### src/design/priority_ready_queue_unit_macros.svh
// Assertion macros for the priority ready queue top level.
`ifndef PRIORITY_READY_QUEUE_UNIT_MACROS_SVH
`define PRIORITY_READY_QUEUE_UNIT_MACROS_SVH

// Same-cycle implication, sampled on clk, off during reset.
`define PRQ_ASSERT_SAME(label, ante, cons) \
	label: assert property (@(posedge clk) disable iff (!arst_n) (ante) |-> (cons)) \
		else $error("priority ready queue check failed");

// Next-cycle implication, sampled on clk, off during reset.
`define PRQ_ASSERT_NEXT(label, ante, cons) \
	label: assert property (@(posedge clk) disable iff (!arst_n) (ante) |=> (cons)) \
		else $error("priority ready queue check failed");

`endif

### src/design/prq_pkg.sv
// Types and constants of the priority ready queue.
package prq_pkg;

	localparam int ID_W   = 6;
	localparam int PRIO_W = 8;
	localparam int OCC_W  = 5;

	localparam logic CMD_ENQ = 1'b0;
	localparam logic CMD_DEQ = 1'b1;

	localparam logic [1:0] STAT_OK    = 2'd0;
	localparam logic [1:0] STAT_FULL  = 2'd1;
	localparam logic [1:0] STAT_EMPTY = 2'd2;

	typedef struct packed {
		logic              command;
		logic [ID_W-1:0]   proc_id;
		logic [PRIO_W-1:0] prio;
	} req_beat_t;

	typedef struct packed {
		logic [ID_W-1:0]   out_id;
		logic [PRIO_W-1:0] out_prio;
		logic [1:0]        status;
		logic [OCC_W-1:0]  occupancy;
	} rsp_beat_t;

	typedef struct packed {
		logic [ID_W-1:0]   id;
		logic [PRIO_W-1:0] prio;
	} slot_t;

	typedef enum logic [2:0] {
		S_IDLE,
		S_SEARCH,
		S_SHIFT,
		S_DEQ_HEAD,
		S_DEQ_SHIFT,
		S_DONE
	} seq_state_t;

endpackage

### src/design/prq_cmp.sv
// Shared compare unit: tells whether a new entry goes ahead of a stored slot.
module prq_cmp
	import prq_pkg::*;
(
	input  slot_t             slot,
	input  logic [PRIO_W-1:0] new_prio,
	output logic              hit
);

	assign hit = (slot.id == '0) || (slot.prio < new_prio);

endmodule

### src/design/prq_seq.sv
// Sequencer and slot memory: search walk, shift walk and head removal.
module prq_seq
	import prq_pkg::*;
#(
	parameter int MAX_ENTRIES = 16
) (
	input  logic      clk,
	input  logic      arst_n,
	input  logic      start,
	input  req_beat_t req,
	input  logic      slot_free,
	output logic      idle,
	output logic      done,
	output rsp_beat_t result
);

	localparam int AW = (MAX_ENTRIES > 1) ? $clog2(MAX_ENTRIES) : 1;
	localparam int CW = $clog2(MAX_ENTRIES + 1);

	seq_state_t state_q, state_d;

	slot_t             mem [MAX_ENTRIES];
	slot_t             rdata_q;
	logic [ID_W-1:0]   id_q;
	logic [PRIO_W-1:0] prio_q;
	logic [CW-1:0]     cnt_q, cnt_d;
	logic [CW-1:0]     ptr_q, ptr_d;
	logic [CW-1:0]     pos_q, pos_d;
	logic              pend_q, pend_d;
	logic [ID_W-1:0]   res_id_q, res_id_d;
	logic [PRIO_W-1:0] res_prio_q, res_prio_d;
	logic [1:0]        res_stat_q, res_stat_d;

	logic          ren, wen;
	logic [CW-1:0] raddr, waddr;
	slot_t         wdata;
	logic          hit;
	logic          full, empty;
	logic [CW-1:0] ptr_inc, j_next;

	prq_cmp u_cmp (
		.slot     (rdata_q),
		.new_prio (prio_q),
		.hit      (hit)
	);

	assign full    = (cnt_q == CW'(MAX_ENTRIES));
	assign empty   = (cnt_q == '0);
	assign ptr_inc = ptr_q + CW'(1);
	assign j_next  = pend_q ? (ptr_q - CW'(1)) : ptr_q;

	always_comb begin
		state_d = state_q;
		unique case (state_q)
			S_IDLE: begin
				if (start) begin
					if (req.command == CMD_ENQ) begin
						if (full) begin
							state_d = S_DONE;
						end else if ((req.proc_id == '0) || empty) begin
							state_d = S_SHIFT;
						end else begin
							state_d = S_SEARCH;
						end
					end else begin
						state_d = empty ? S_DONE : S_DEQ_HEAD;
					end
				end
			end
			S_SEARCH: begin
				if (hit || (ptr_inc == cnt_q)) begin
					state_d = S_SHIFT;
				end
			end
			S_SHIFT: begin
				if (!pend_q && (ptr_q == pos_q)) begin
					state_d = S_DONE;
				end
			end
			S_DEQ_HEAD: begin
				state_d = (cnt_q > CW'(1)) ? S_DEQ_SHIFT : S_DONE;
			end
			S_DEQ_SHIFT: begin
				if (ptr_inc >= cnt_q) begin
					state_d = S_DONE;
				end
			end
			S_DONE: begin
				if (slot_free) begin
					state_d = S_IDLE;
				end
			end
			default: state_d = S_IDLE;
		endcase
	end

	always_comb begin
		ren        = 1'b0;
		raddr      = '0;
		wen        = 1'b0;
		waddr      = '0;
		wdata      = rdata_q;
		ptr_d      = ptr_q;
		pos_d      = pos_q;
		pend_d     = pend_q;
		cnt_d      = cnt_q;
		res_id_d   = res_id_q;
		res_prio_d = res_prio_q;
		res_stat_d = res_stat_q;
		unique case (state_q)
			S_IDLE: begin
				if (start) begin
					res_id_d   = '0;
					res_prio_d = '0;
					res_stat_d = STAT_OK;
					pend_d     = 1'b0;
					if (req.command == CMD_ENQ) begin
						if (full) begin
							res_stat_d = STAT_FULL;
						end else if ((req.proc_id == '0) || empty) begin
							pos_d = cnt_q;
							ptr_d = cnt_q;
						end else begin
							ren   = 1'b1;
							ptr_d = '0;
						end
					end else if (empty) begin
						res_stat_d = STAT_EMPTY;
					end else begin
						ren = 1'b1;
					end
				end
			end
			S_SEARCH: begin
				if (hit) begin
					pos_d  = ptr_q;
					ptr_d  = cnt_q;
					pend_d = 1'b0;
				end else if (ptr_inc == cnt_q) begin
					pos_d  = cnt_q;
					ptr_d  = cnt_q;
					pend_d = 1'b0;
				end else begin
					ren   = 1'b1;
					raddr = ptr_inc;
					ptr_d = ptr_inc;
				end
			end
			S_SHIFT: begin
				if (pend_q) begin
					wen   = 1'b1;
					waddr = ptr_q;
					wdata = rdata_q;
				end else if (ptr_q == pos_q) begin
					wen   = 1'b1;
					waddr = pos_q;
					wdata = '{id: id_q, prio: prio_q};
					cnt_d = cnt_q + CW'(1);
				end
				if (j_next > pos_q) begin
					ren    = 1'b1;
					raddr  = j_next - CW'(1);
					pend_d = 1'b1;
				end else begin
					pend_d = 1'b0;
				end
				ptr_d = j_next;
			end
			S_DEQ_HEAD: begin
				res_id_d   = rdata_q.id;
				res_prio_d = rdata_q.prio;
				res_stat_d = STAT_OK;
				cnt_d      = cnt_q - CW'(1);
				ptr_d      = '0;
				if (cnt_q > CW'(1)) begin
					ren   = 1'b1;
					raddr = CW'(1);
				end
			end
			S_DEQ_SHIFT: begin
				wen   = 1'b1;
				waddr = ptr_q;
				wdata = rdata_q;
				if (ptr_inc < cnt_q) begin
					ren   = 1'b1;
					raddr = ptr_q + CW'(2);
					ptr_d = ptr_inc;
				end
			end
			S_DONE: begin
			end
			default: begin
			end
		endcase
	end

	always_ff @(posedge clk or negedge arst_n) begin
		if (!arst_n) begin
			state_q <= S_IDLE;
			cnt_q   <= '0;
			pend_q  <= 1'b0;
		end else begin
			state_q <= state_d;
			cnt_q   <= cnt_d;
			pend_q  <= pend_d;
		end
	end

	always_ff @(posedge clk) begin
		ptr_q      <= ptr_d;
		pos_q      <= pos_d;
		res_id_q   <= res_id_d;
		res_prio_q <= res_prio_d;
		res_stat_q <= res_stat_d;
		if (state_q == S_IDLE && start) begin
			id_q   <= req.proc_id;
			prio_q <= req.prio;
		end
	end

	always_ff @(posedge clk) begin
		if (ren) begin
			rdata_q <= mem[raddr[AW-1:0]];
		end
		if (wen) begin
			mem[waddr[AW-1:0]] <= wdata;
		end
	end

	assign idle             = (state_q == S_IDLE);
	assign done             = (state_q == S_DONE);
	assign result.out_id    = res_id_q;
	assign result.out_prio  = res_prio_q;
	assign result.status    = res_stat_q;
	assign result.occupancy = OCC_W'(cnt_q);

endmodule

### src/design/priority_ready_queue_unit.sv
// Top level of the priority ready queue: request handshake and response register.
// Ready queue of process ids, kept sorted by priority (larger first, FIFO among equals,
// id 0 always at the tail). One request beat is taken at a time; req_ready drops
// until its work is finished, while a finished response may still wait in the
// response register. All slot traffic goes through one memory with a single read and
// a single write port, walked by a small sequencer. An enqueue that lands ahead of
// the entry at pos searches pos + 1 slots, then primes and shifts the count - pos
// slots behind it, places the new entry and hands off; an enqueue that lands at the
// tail searches every slot before it places the entry, and id 0 or an empty queue
// skips the search; a dequeue reads the head, then shifts the rest forward; refused
// beats (full or empty) go straight to hand-off. count is the occupancy before the
// beat. Every beat also waits to hand off while the response register still holds
// an unaccepted beat.
module priority_ready_queue_unit
	import prq_pkg::*;
#(
	parameter int MAX_ENTRIES = 16
) (
	input  logic      clk,
	input  logic      arst_n,
	input  logic      req_valid,
	output logic      req_ready,
	input  req_beat_t req,
	output logic      rsp_valid,
	input  logic      rsp_ready,
	output rsp_beat_t rsp
);

	`include "priority_ready_queue_unit_macros.svh"

	logic      seq_idle, seq_done, slot_free, take;
	rsp_beat_t seq_result;
	logic      rsp_valid_q;
	rsp_beat_t rsp_q;

	assign slot_free = !rsp_valid_q || rsp_ready;
	assign take      = seq_done && slot_free;
	assign req_ready = seq_idle;

	prq_seq #(
		.MAX_ENTRIES (MAX_ENTRIES)
	) u_seq (
		.clk       (clk),
		.arst_n    (arst_n),
		.start     (req_valid),
		.req       (req),
		.slot_free (slot_free),
		.idle      (seq_idle),
		.done      (seq_done),
		.result    (seq_result)
	);

	always_ff @(posedge clk or negedge arst_n) begin
		if (!arst_n) begin
			rsp_valid_q <= 1'b0;
		end else if (take) begin
			rsp_valid_q <= 1'b1;
		end else if (rsp_ready) begin
			rsp_valid_q <= 1'b0;
		end
	end

	always_ff @(posedge clk) begin
		if (take) begin
			rsp_q <= seq_result;
		end
	end

	assign rsp_valid = rsp_valid_q;
	assign rsp       = rsp_q;

	`PRQ_ASSERT_NEXT(a_busy_after_req, req_valid && req_ready, !req_ready)
	`PRQ_ASSERT_SAME(a_full_occ, rsp_valid && (rsp.status == STAT_FULL),
		(rsp.occupancy == OCC_W'(MAX_ENTRIES)) && (rsp.out_id == '0))
	`PRQ_ASSERT_SAME(a_empty_occ, rsp_valid && (rsp.status == STAT_EMPTY),
		(rsp.occupancy == '0) && (rsp.out_prio == '0))
	`PRQ_ASSERT_SAME(a_no_take_while_idle, seq_idle, !seq_done)

endmodule

### config.mk
export PLATFORM = sky130hd
export DESIGN_NAME = priority_ready_queue_unit
export DESIGN_NICKNAME = d
export VERILOG_FILES = /design/src/design/prq_pkg.sv /design/src/design/prq_cmp.sv /design/src/design/prq_seq.sv /design/src/design/priority_ready_queue_unit.sv
export VERILOG_INCLUDE_DIRS = /design/src /design/src/design
export SDC_FILE = /design/constraint.sdc
export NUM_CORES = 1
export LEC_CHECK = 0
export BUFFER_PORTS_ARGS = -buffer_cell sky130_fd_sc_hd__buf_2
export CORE_UTILIZATION = 25
export CTS_CLUSTER_DIAMETER = 120
export DETAILED_ROUTE_END_ITERATION = 6
export GPL_TIMING_DRIVEN = 0
export PLACE_DENSITY = 0.37
export SYNTH_ARGS = -nofsm -noshare
export SYNTH_HDL_FRONTEND = slang
export SYNTH_SLANG_ARGS = --single-unit
export TNS_END_PERCENT = 5
### constraint.sdc
create_clock -name clk -period 5.62 [get_ports clk]
set_clock_uncertainty 0.1 [all_clocks]
set_input_delay 0.562 -clock clk [delete_from_list [all_inputs] [get_ports clk]]
set_output_delay 0.562 -clock clk [all_outputs]
set_load 0.03 [all_outputs]
* After elaboration in Yosys (flattened, before gate mapping)
Memory sizes are Yosys's and may differ from the RTL's. A register that Yosys moved wholly into a read port is not among the register bits.
Index checks and enable logic that the tools add are counted.
** Storage, ports and cells
- Input port bits :: 19
- Memory bits (writable) :: 224
- Output and inout bits :: 23
- Bits in latches :: 0
- Word-level logic and storage cells :: 145
- Bits in read-only memories :: 0
- Memories :: 1
- Bits in registers :: 71
** Memories
- u_seq.mem :: depth 16, bits a word 14, read ports 1, clocked after Yosys merged registers in 1, write ports 1, line prq_seq.sv:22 : slot_t mem [MAX_ENTRIES];
** Cells by class
- $lt $le $gt $ge :: 5
- Bitwise gates (word level) :: 0
- Reductions and logical operators :: 25
- Multipliers :: 0
- Div/mod/pow operators :: 0
- Muxes and demuxes :: 73
- Equality and inequality tests :: 20
- $add $sub $neg :: 6
- Shifts and indexed selects :: 0
** Operators with widths (number)
- $mux W5 :: 16
- $mux W14 :: 3
- $pmux W5 S5 :: 1
- $mux W3 :: 8
- $mux W4 :: 6
- $mux W1 :: 22
- $pmux W5 S2 :: 2
- $pmux W3 S6 :: 1
- $pmux W4 S4 :: 1
- $pmux W8 S2 :: 1
- $ne A2 B1 Y1 const B :: 7
- $logic_not A6 Y1 :: 2
- $pmux W6 S2 :: 1
- $add A5 B1 Y5 const B :: 2
- $eq A5 B5 Y1 :: 2
- $reduce_and A5 Y1 :: 2
- $sub A5 B1 Y5 const B :: 2
- $lt A8 B8 Y1 :: 1
- $mux W2 :: 4
- $mux W8 :: 1
- $ne A2 B2 Y1 const B :: 4
- $pmux W4 S2 :: 1
- $reduce_bool A2 Y1 :: 4
- $eq A3 B2 Y1 const B :: 2
- other kinds (25) :: 33

* Longest topological paths before layout
- Depth in word-level cells :: 7
- Depth in mapped cells :: 16
- Mapped depth without buffers :: 14

* Cells and area by module
From an unflattened synthesis, not the netlist that was laid out.
** Unflattened totals
- Cells, all modules :: 879
- Area total of the unflattened synthesis :: 13447.9 µm²
** Modules (own cells, without submodules)
- prq_seq :: cells an instance 826, times used 1, sequential area each 8573.2 µm², area each 12560.8 µm²
- priority_ready_queue_unit :: cells an instance 25, times used 1, sequential area each 655.6 µm², area each 684.4 µm²
- prq_cmp :: cells an instance 28, times used 1, sequential area each 0.0 µm², area each 202.7 µm²

* Worst setup path after synthesis
Ideal clock, no wire load.
- Kind :: reg2reg
- Start point :: reg u_seq.ptr_q[0]
- End point :: reg u_seq.rdata_q[3] (netlist name)
- Stages on the path, launching flop included :: 16
- Path slack :: 1586 ps
- Data required time :: 5259 ps
- Path buffers :: 2
- Period minus slack after synthesis :: 4034 ps
- Arrival time :: 3673 ps
- Library setup time :: 261 ps
- Path through :: edfxtp_1 > clkbuf_1 > inv_1 > ha_1 > nand2_1 > xnor2_1 > inv_1 > ha_1 > and3_1 > a31o_1 > a31o_4 > o221ai_4 > buf_4 > mux4_2 > a22oi_1 > nand3_1
** Between the ends
- Cells in the longest elaborated chain, start to end :: 5
- Elaborated cells on any way between the ends :: 18
- Classes of those cells :: add/sub (4); order compare (2); eq/ne (1); mux (11)
** Ends and longest elaborated chain
- start: declaration :: line prq_seq.sv:27 : logic [CW-1:0] ptr_q, ptr_d;
- start signal: assignment :: line prq_seq.sv:210 : ptr_q <= ptr_d;
- $sub A5 B1 Y5 / $add A5 B1 Y5 (equally long branches) :: line prq_seq.sv:50, prq_seq.sv:49
- $mux W5 / $eq A5 B5 Y1 (equally long branches) :: line prq_seq.sv:50, prq_seq.sv:139
- $gt A5 B5 Y1, or another cell as far along :: line prq_seq.sv:160 : if (j_next > pos_q) begin
- $mux W1, or another cell as far along :: line prq_seq.sv:160
- $pmux W1 S5 / $pmux W4 S4 (equally long branches) :: line prq_seq.sv:110 : unique case (state_q)
Several ways; a longest one is shown, not always the timed one.
A chain may end at the register's enable or synchronous reset.

* Final worst setup path
- Start point :: reg u_seq.ptr_q[0]
- End point :: reg u_seq.rdata_q[5] (netlist name)
** Between the ends
- Cells in the longest elaborated chain, start to end :: 5
- Elaborated cells on any way between the ends :: 18
- Classes of those cells :: add/sub (4); order compare (2); eq/ne (1); mux (11)
** Ends and longest elaborated chain (line)
- $sub A5 B1 Y5 / $add A5 B1 Y5 (equally long branches) :: prq_seq.sv:50, prq_seq.sv:49
- $mux W5 / $eq A5 B5 Y1 (equally long branches) :: prq_seq.sv:50, prq_seq.sv:139
- $gt A5 B5 Y1, or another cell as far along :: prq_seq.sv:160
- $mux W1, or another cell as far along :: prq_seq.sv:160
- $pmux W1 S5 / $pmux W4 S4 (equally long branches) :: prq_seq.sv:110
Several ways; a longest one is shown, not always the timed one.

==> results.md <==
* Min-delay worst type: in2reg
* Via/cell ratio at ~4.4
* Register-to-register path setup slack at around 0.31 ns
* Max FO, Critical Path at 10
* Die outline height at 230 um
* Port bufs at 41
* Outcome: completed
* Worst EP required at slightly below 6 ns
* Number of global-route vias before repair at between 7000 and 8000
* Top-Level Pins at 42
* Primary flip-flop cell chosen by synthesis mapping: sky130_fd_sc_hd__edfxtp_1
* Number of cells in the design after placement at roughly 1500
* Final cell count without fillers at around 1600
* Worst rel slew slack at between 10 and 15%
* Layout Area Growth over Synthesis at 20.0%
* Wire length reported by the detailed router at ~33000 um
* Clock sink count at roughly 300
* Synth Cell Area at 0.0130 mm2
* Path depth of the worst reg2reg path at 16
* Final-layout worst hold slack at just over 0.09 ns
* TritonCTS clock tree: yes
* Total negative slack for setup checks at 0 ns
* Avg Cell Area, Syn at 16.4 um2
* Final hold violations at 0
* Count of max-cap constraint violations at 0
* Finished layout cell area at around 0.016 mm2
* Detailed placement HPWL at about 23000 um
* Cell type contributing the most total cell area after synthesis: sky130_fd_sc_hd__edfxtp_1
* Global-route wire length before repair at about 50000 um
* Critical Path Start: u_seq.ptr_q[0]
* Seq. cell area at just over 0.009 mm2
* Biggest area contributors in the synthesized netlist: sky130_fd_sc_hd__edfxtp_1 69%, sky130_fd_sc_hd__mux4_2 7.3%, sky130_fd_sc_hd__ha_1 2.5%
* Setup repair after global routing missed its margin: false
* CTS buffer count at 37
* Gate count of the mapped netlist at about 800
* Total iterations of the first detailed-routing run at 4
* Number of DRC violations after detailed-routing iteration 0 at a little over 500
* Number of library cell types mapped by synthesis at between 50 and 60
* Total power divided by cell area at approximately 600 mW/mm2
* Max H-tree Level at 2
* Share of the yosys chip area belonging to registers at 70.8%
* Number of filler cells placed in the layout at about 5100
* Type of element capturing the critical path: flop
* GR Layer Usage met2 at roughly a fifth
* Max Clk Rate at 188 MHz
* Startpoint type of the worst setup path: flop
* Total global routing track utilization at roughly an eighth
* Post-placement cell area at approximately 0.014 mm2
* Final period util at a little over nine tenths
* Number of rows in the core area at 83
* Global routing's busiest layer: met2
* Clock slew at reported path FFs at ~0.06 ns
* Fraction of layout instances using a drive strength above 1 at 22.8%
* Initial core utilization at approximately a quarter
* Remaining antenna violation count at 0
* Placer congestion estimate at a little under 0.8
* Power consumption at a little over 9000 uW
* Most common cell after layout, fill and taps aside: sky130_fd_sc_hd__edfxtp_1
* Multi-input logic area at about 0.0036 mm2
* Area share of the leading cell type in the synthesized netlist at 68.9%
* Tmin final at between 5 and 6 ns
* Leakage power at about 0.0053 uW
* Slew at the pin closest to its max-slew limit at 1.27 ns
* Number of enable flip-flop cells after synthesis at between 200 and 300
* Leftover overflow at the end of global routing at 0
* Maximum vdd drop at around 0.00021 V
* Met3 global-route usage at about 2.7%
* Worst-skew pair later-pin latency at 0.55 ns
* Number of antenna diodes at 0
* Synthesized flop and latch total at 309
* Met1 Track Usage GR at between 10% and 20%
* Max Transition Viols Final at 0
* Clock Root Buffer: sky130_fd_sc_hd__clkbuf_16
* FFs w/ async S/R, synth at 3.24%
* RR Endpoint: u_seq.rdata_q[5]
* Layout net count at 941
* Vias at ~7000
* Most used cells in the layout excluding fill and tap cells: 299 x sky130_fd_sc_hd__edfxtp_1, 57 x sky130_fd_sc_hd__nand2_1, 48 x sky130_fd_sc_hd__buf_2
* Type of the worst setup path: reg2reg
* Placeable core region at between 0.05 and 0.06 mm2
* Die width at between 200 and 250 um
* Launch instance of the worst register-to-register path: u_seq.ptr_q[0]
* Total of endpoints with negative setup slack in the final report at 0
* Number of design rule violations left after detail routing at 0
* Wirelength per Cell at 20.4 um
* Initial antenna violation count at 0
* Maximum count of clock buffers along a single path at 3
* Number of warning messages in the yosys log at 0
* Total nets after synthesis at roughly 840
* Critical path destination: u_seq.rdata_q[5]
* Area of the die at between 0.05 and 0.06 mm2
* Pin count of the biggest net entering global routing at 17
* Arrival time worst endpoint at approximately 5.5 ns
## through the flow
step	utilization, %	setup WS [ns]
2_1_floorplan	-	1.59
3_3_place_gp	27.4	0.0707
3_5_place_dp	28.0	0.130
4_1_cts	30.4	0.125
5_1_grt	30.4	0.0372
6_report	30.4	0.314
## worst min path at each step
stage	endpoint	cells after the start	slack (ns)	startpoint
final	u_seq.prio_q[3]	1	0.09	req[3]
after global routing	u_seq.prio_q[4]	1	0.06	req[4]
after CTS	u_seq.prio_q[5]	1	0.05	req[5]
after detailed placement	rsp[16]	0	0.30	u_seq.res_id_q[1]
after global placement	rsp[5]	0	0.30	u_seq.res_stat_q[0]
after floorplan	rsp_valid	0	0.17	arst_n
## final cells by class
cell class              count  area share, %
clock buffers              42           6.18
well taps                 680           5.44
plain buffers              34           1.18
clock inverters            26           1.47
repair buffers             65           3.19
multi-input cells         419           22.8
flip-flops and latches    309           59.1
inverters                  30          0.721
## flip-flops by register name (all words and copies together) (netlist names), 6 cells and up
register,count
rsp,21
u_seq.id_q,6
u_seq.mem,224
u_seq.prio_q,8
u_seq.rdata_q,14
u_seq.res_id_q,6
u_seq.res_prio_q,8
## worst max-delay path, stage by stage, from the launching register on
cell	delay (ns)
sky130_fd_sc_hd__edfxtp_1	0.42
sky130_fd_sc_hd__clkbuf_2	0.25
sky130_fd_sc_hd__inv_1	0.29
sky130_fd_sc_hd__ha_1	0.20
sky130_fd_sc_hd__nand2_1	0.08
sky130_fd_sc_hd__xnor2_1	0.43
sky130_fd_sc_hd__inv_1	0.09
sky130_fd_sc_hd__ha_1	0.30
sky130_fd_sc_hd__and3_1	0.20
sky130_fd_sc_hd__a31o_1	0.24
sky130_fd_sc_hd__a31oi_1	0.30
sky130_fd_sc_hd__a21oi_1	0.14
sky130_fd_sc_hd__a32oi_2	0.56
sky130_fd_sc_hd__buf_2	0.47
sky130_fd_sc_hd__mux4_2	0.36
sky130_fd_sc_hd__a22oi_1	0.37
sky130_fd_sc_hd__nand3_1	0.19
## cell usage after synthesis, drive strengths merged, types with 6 or more instances
library cell / number
a21oi: 13
a22oi: 16
and3: 15
buf: 16
clkbuf: 18
dfrtp: 10
edfxtp: 299
ha: 26
inv: 30
mux2i: 29
mux4: 42
nand2: 57
nand2b: 18
nand3: 25
nor2: 36
nor3: 10
o21ai: 26
o22a: 14
o22ai: 6
xnor2: 13
xor2: 7
## timing repair
item / CTS / global route
endpoints found under the hold margin: 10 / 0
endpoints found under the setup margin: 0 / 14
buffers inserted: 0 / 0
hold buffers: 1 / 0
gates resized for setup: 0 / 4
## cells by family (layout without fill, tap and decap cells)
kind of cell,Yosys count,in the layout,share of synthesized area (%)
compound gates,110,110,6.21
xor+xnor,20,20,1.34
fa+ha+maj,26,26,2.50
buf+inv,64,197,2.26
flops,309,309,70.8
mux,75,75,9.84
simple gates,188,188,7.00
## per-layer routing
metal | vias to the layer above | wire length, um
li1 | 3316 | -
met1 | 3604 | 15300
met2 | 142 | 15300
met3 | 44 | 1420
met4 | 0 | 686
met5 | - | 0
## where the power goes
group | total [uW] | switching, uW | internal [uW]
Sequential | 3430 | 180 | 3250
Combinational | 3530 | 2200 | 1330
Clock | 2350 | 968 | 1390
Total | 9310 | 3340 | 5970
Power figures use the tool's default switching activity.
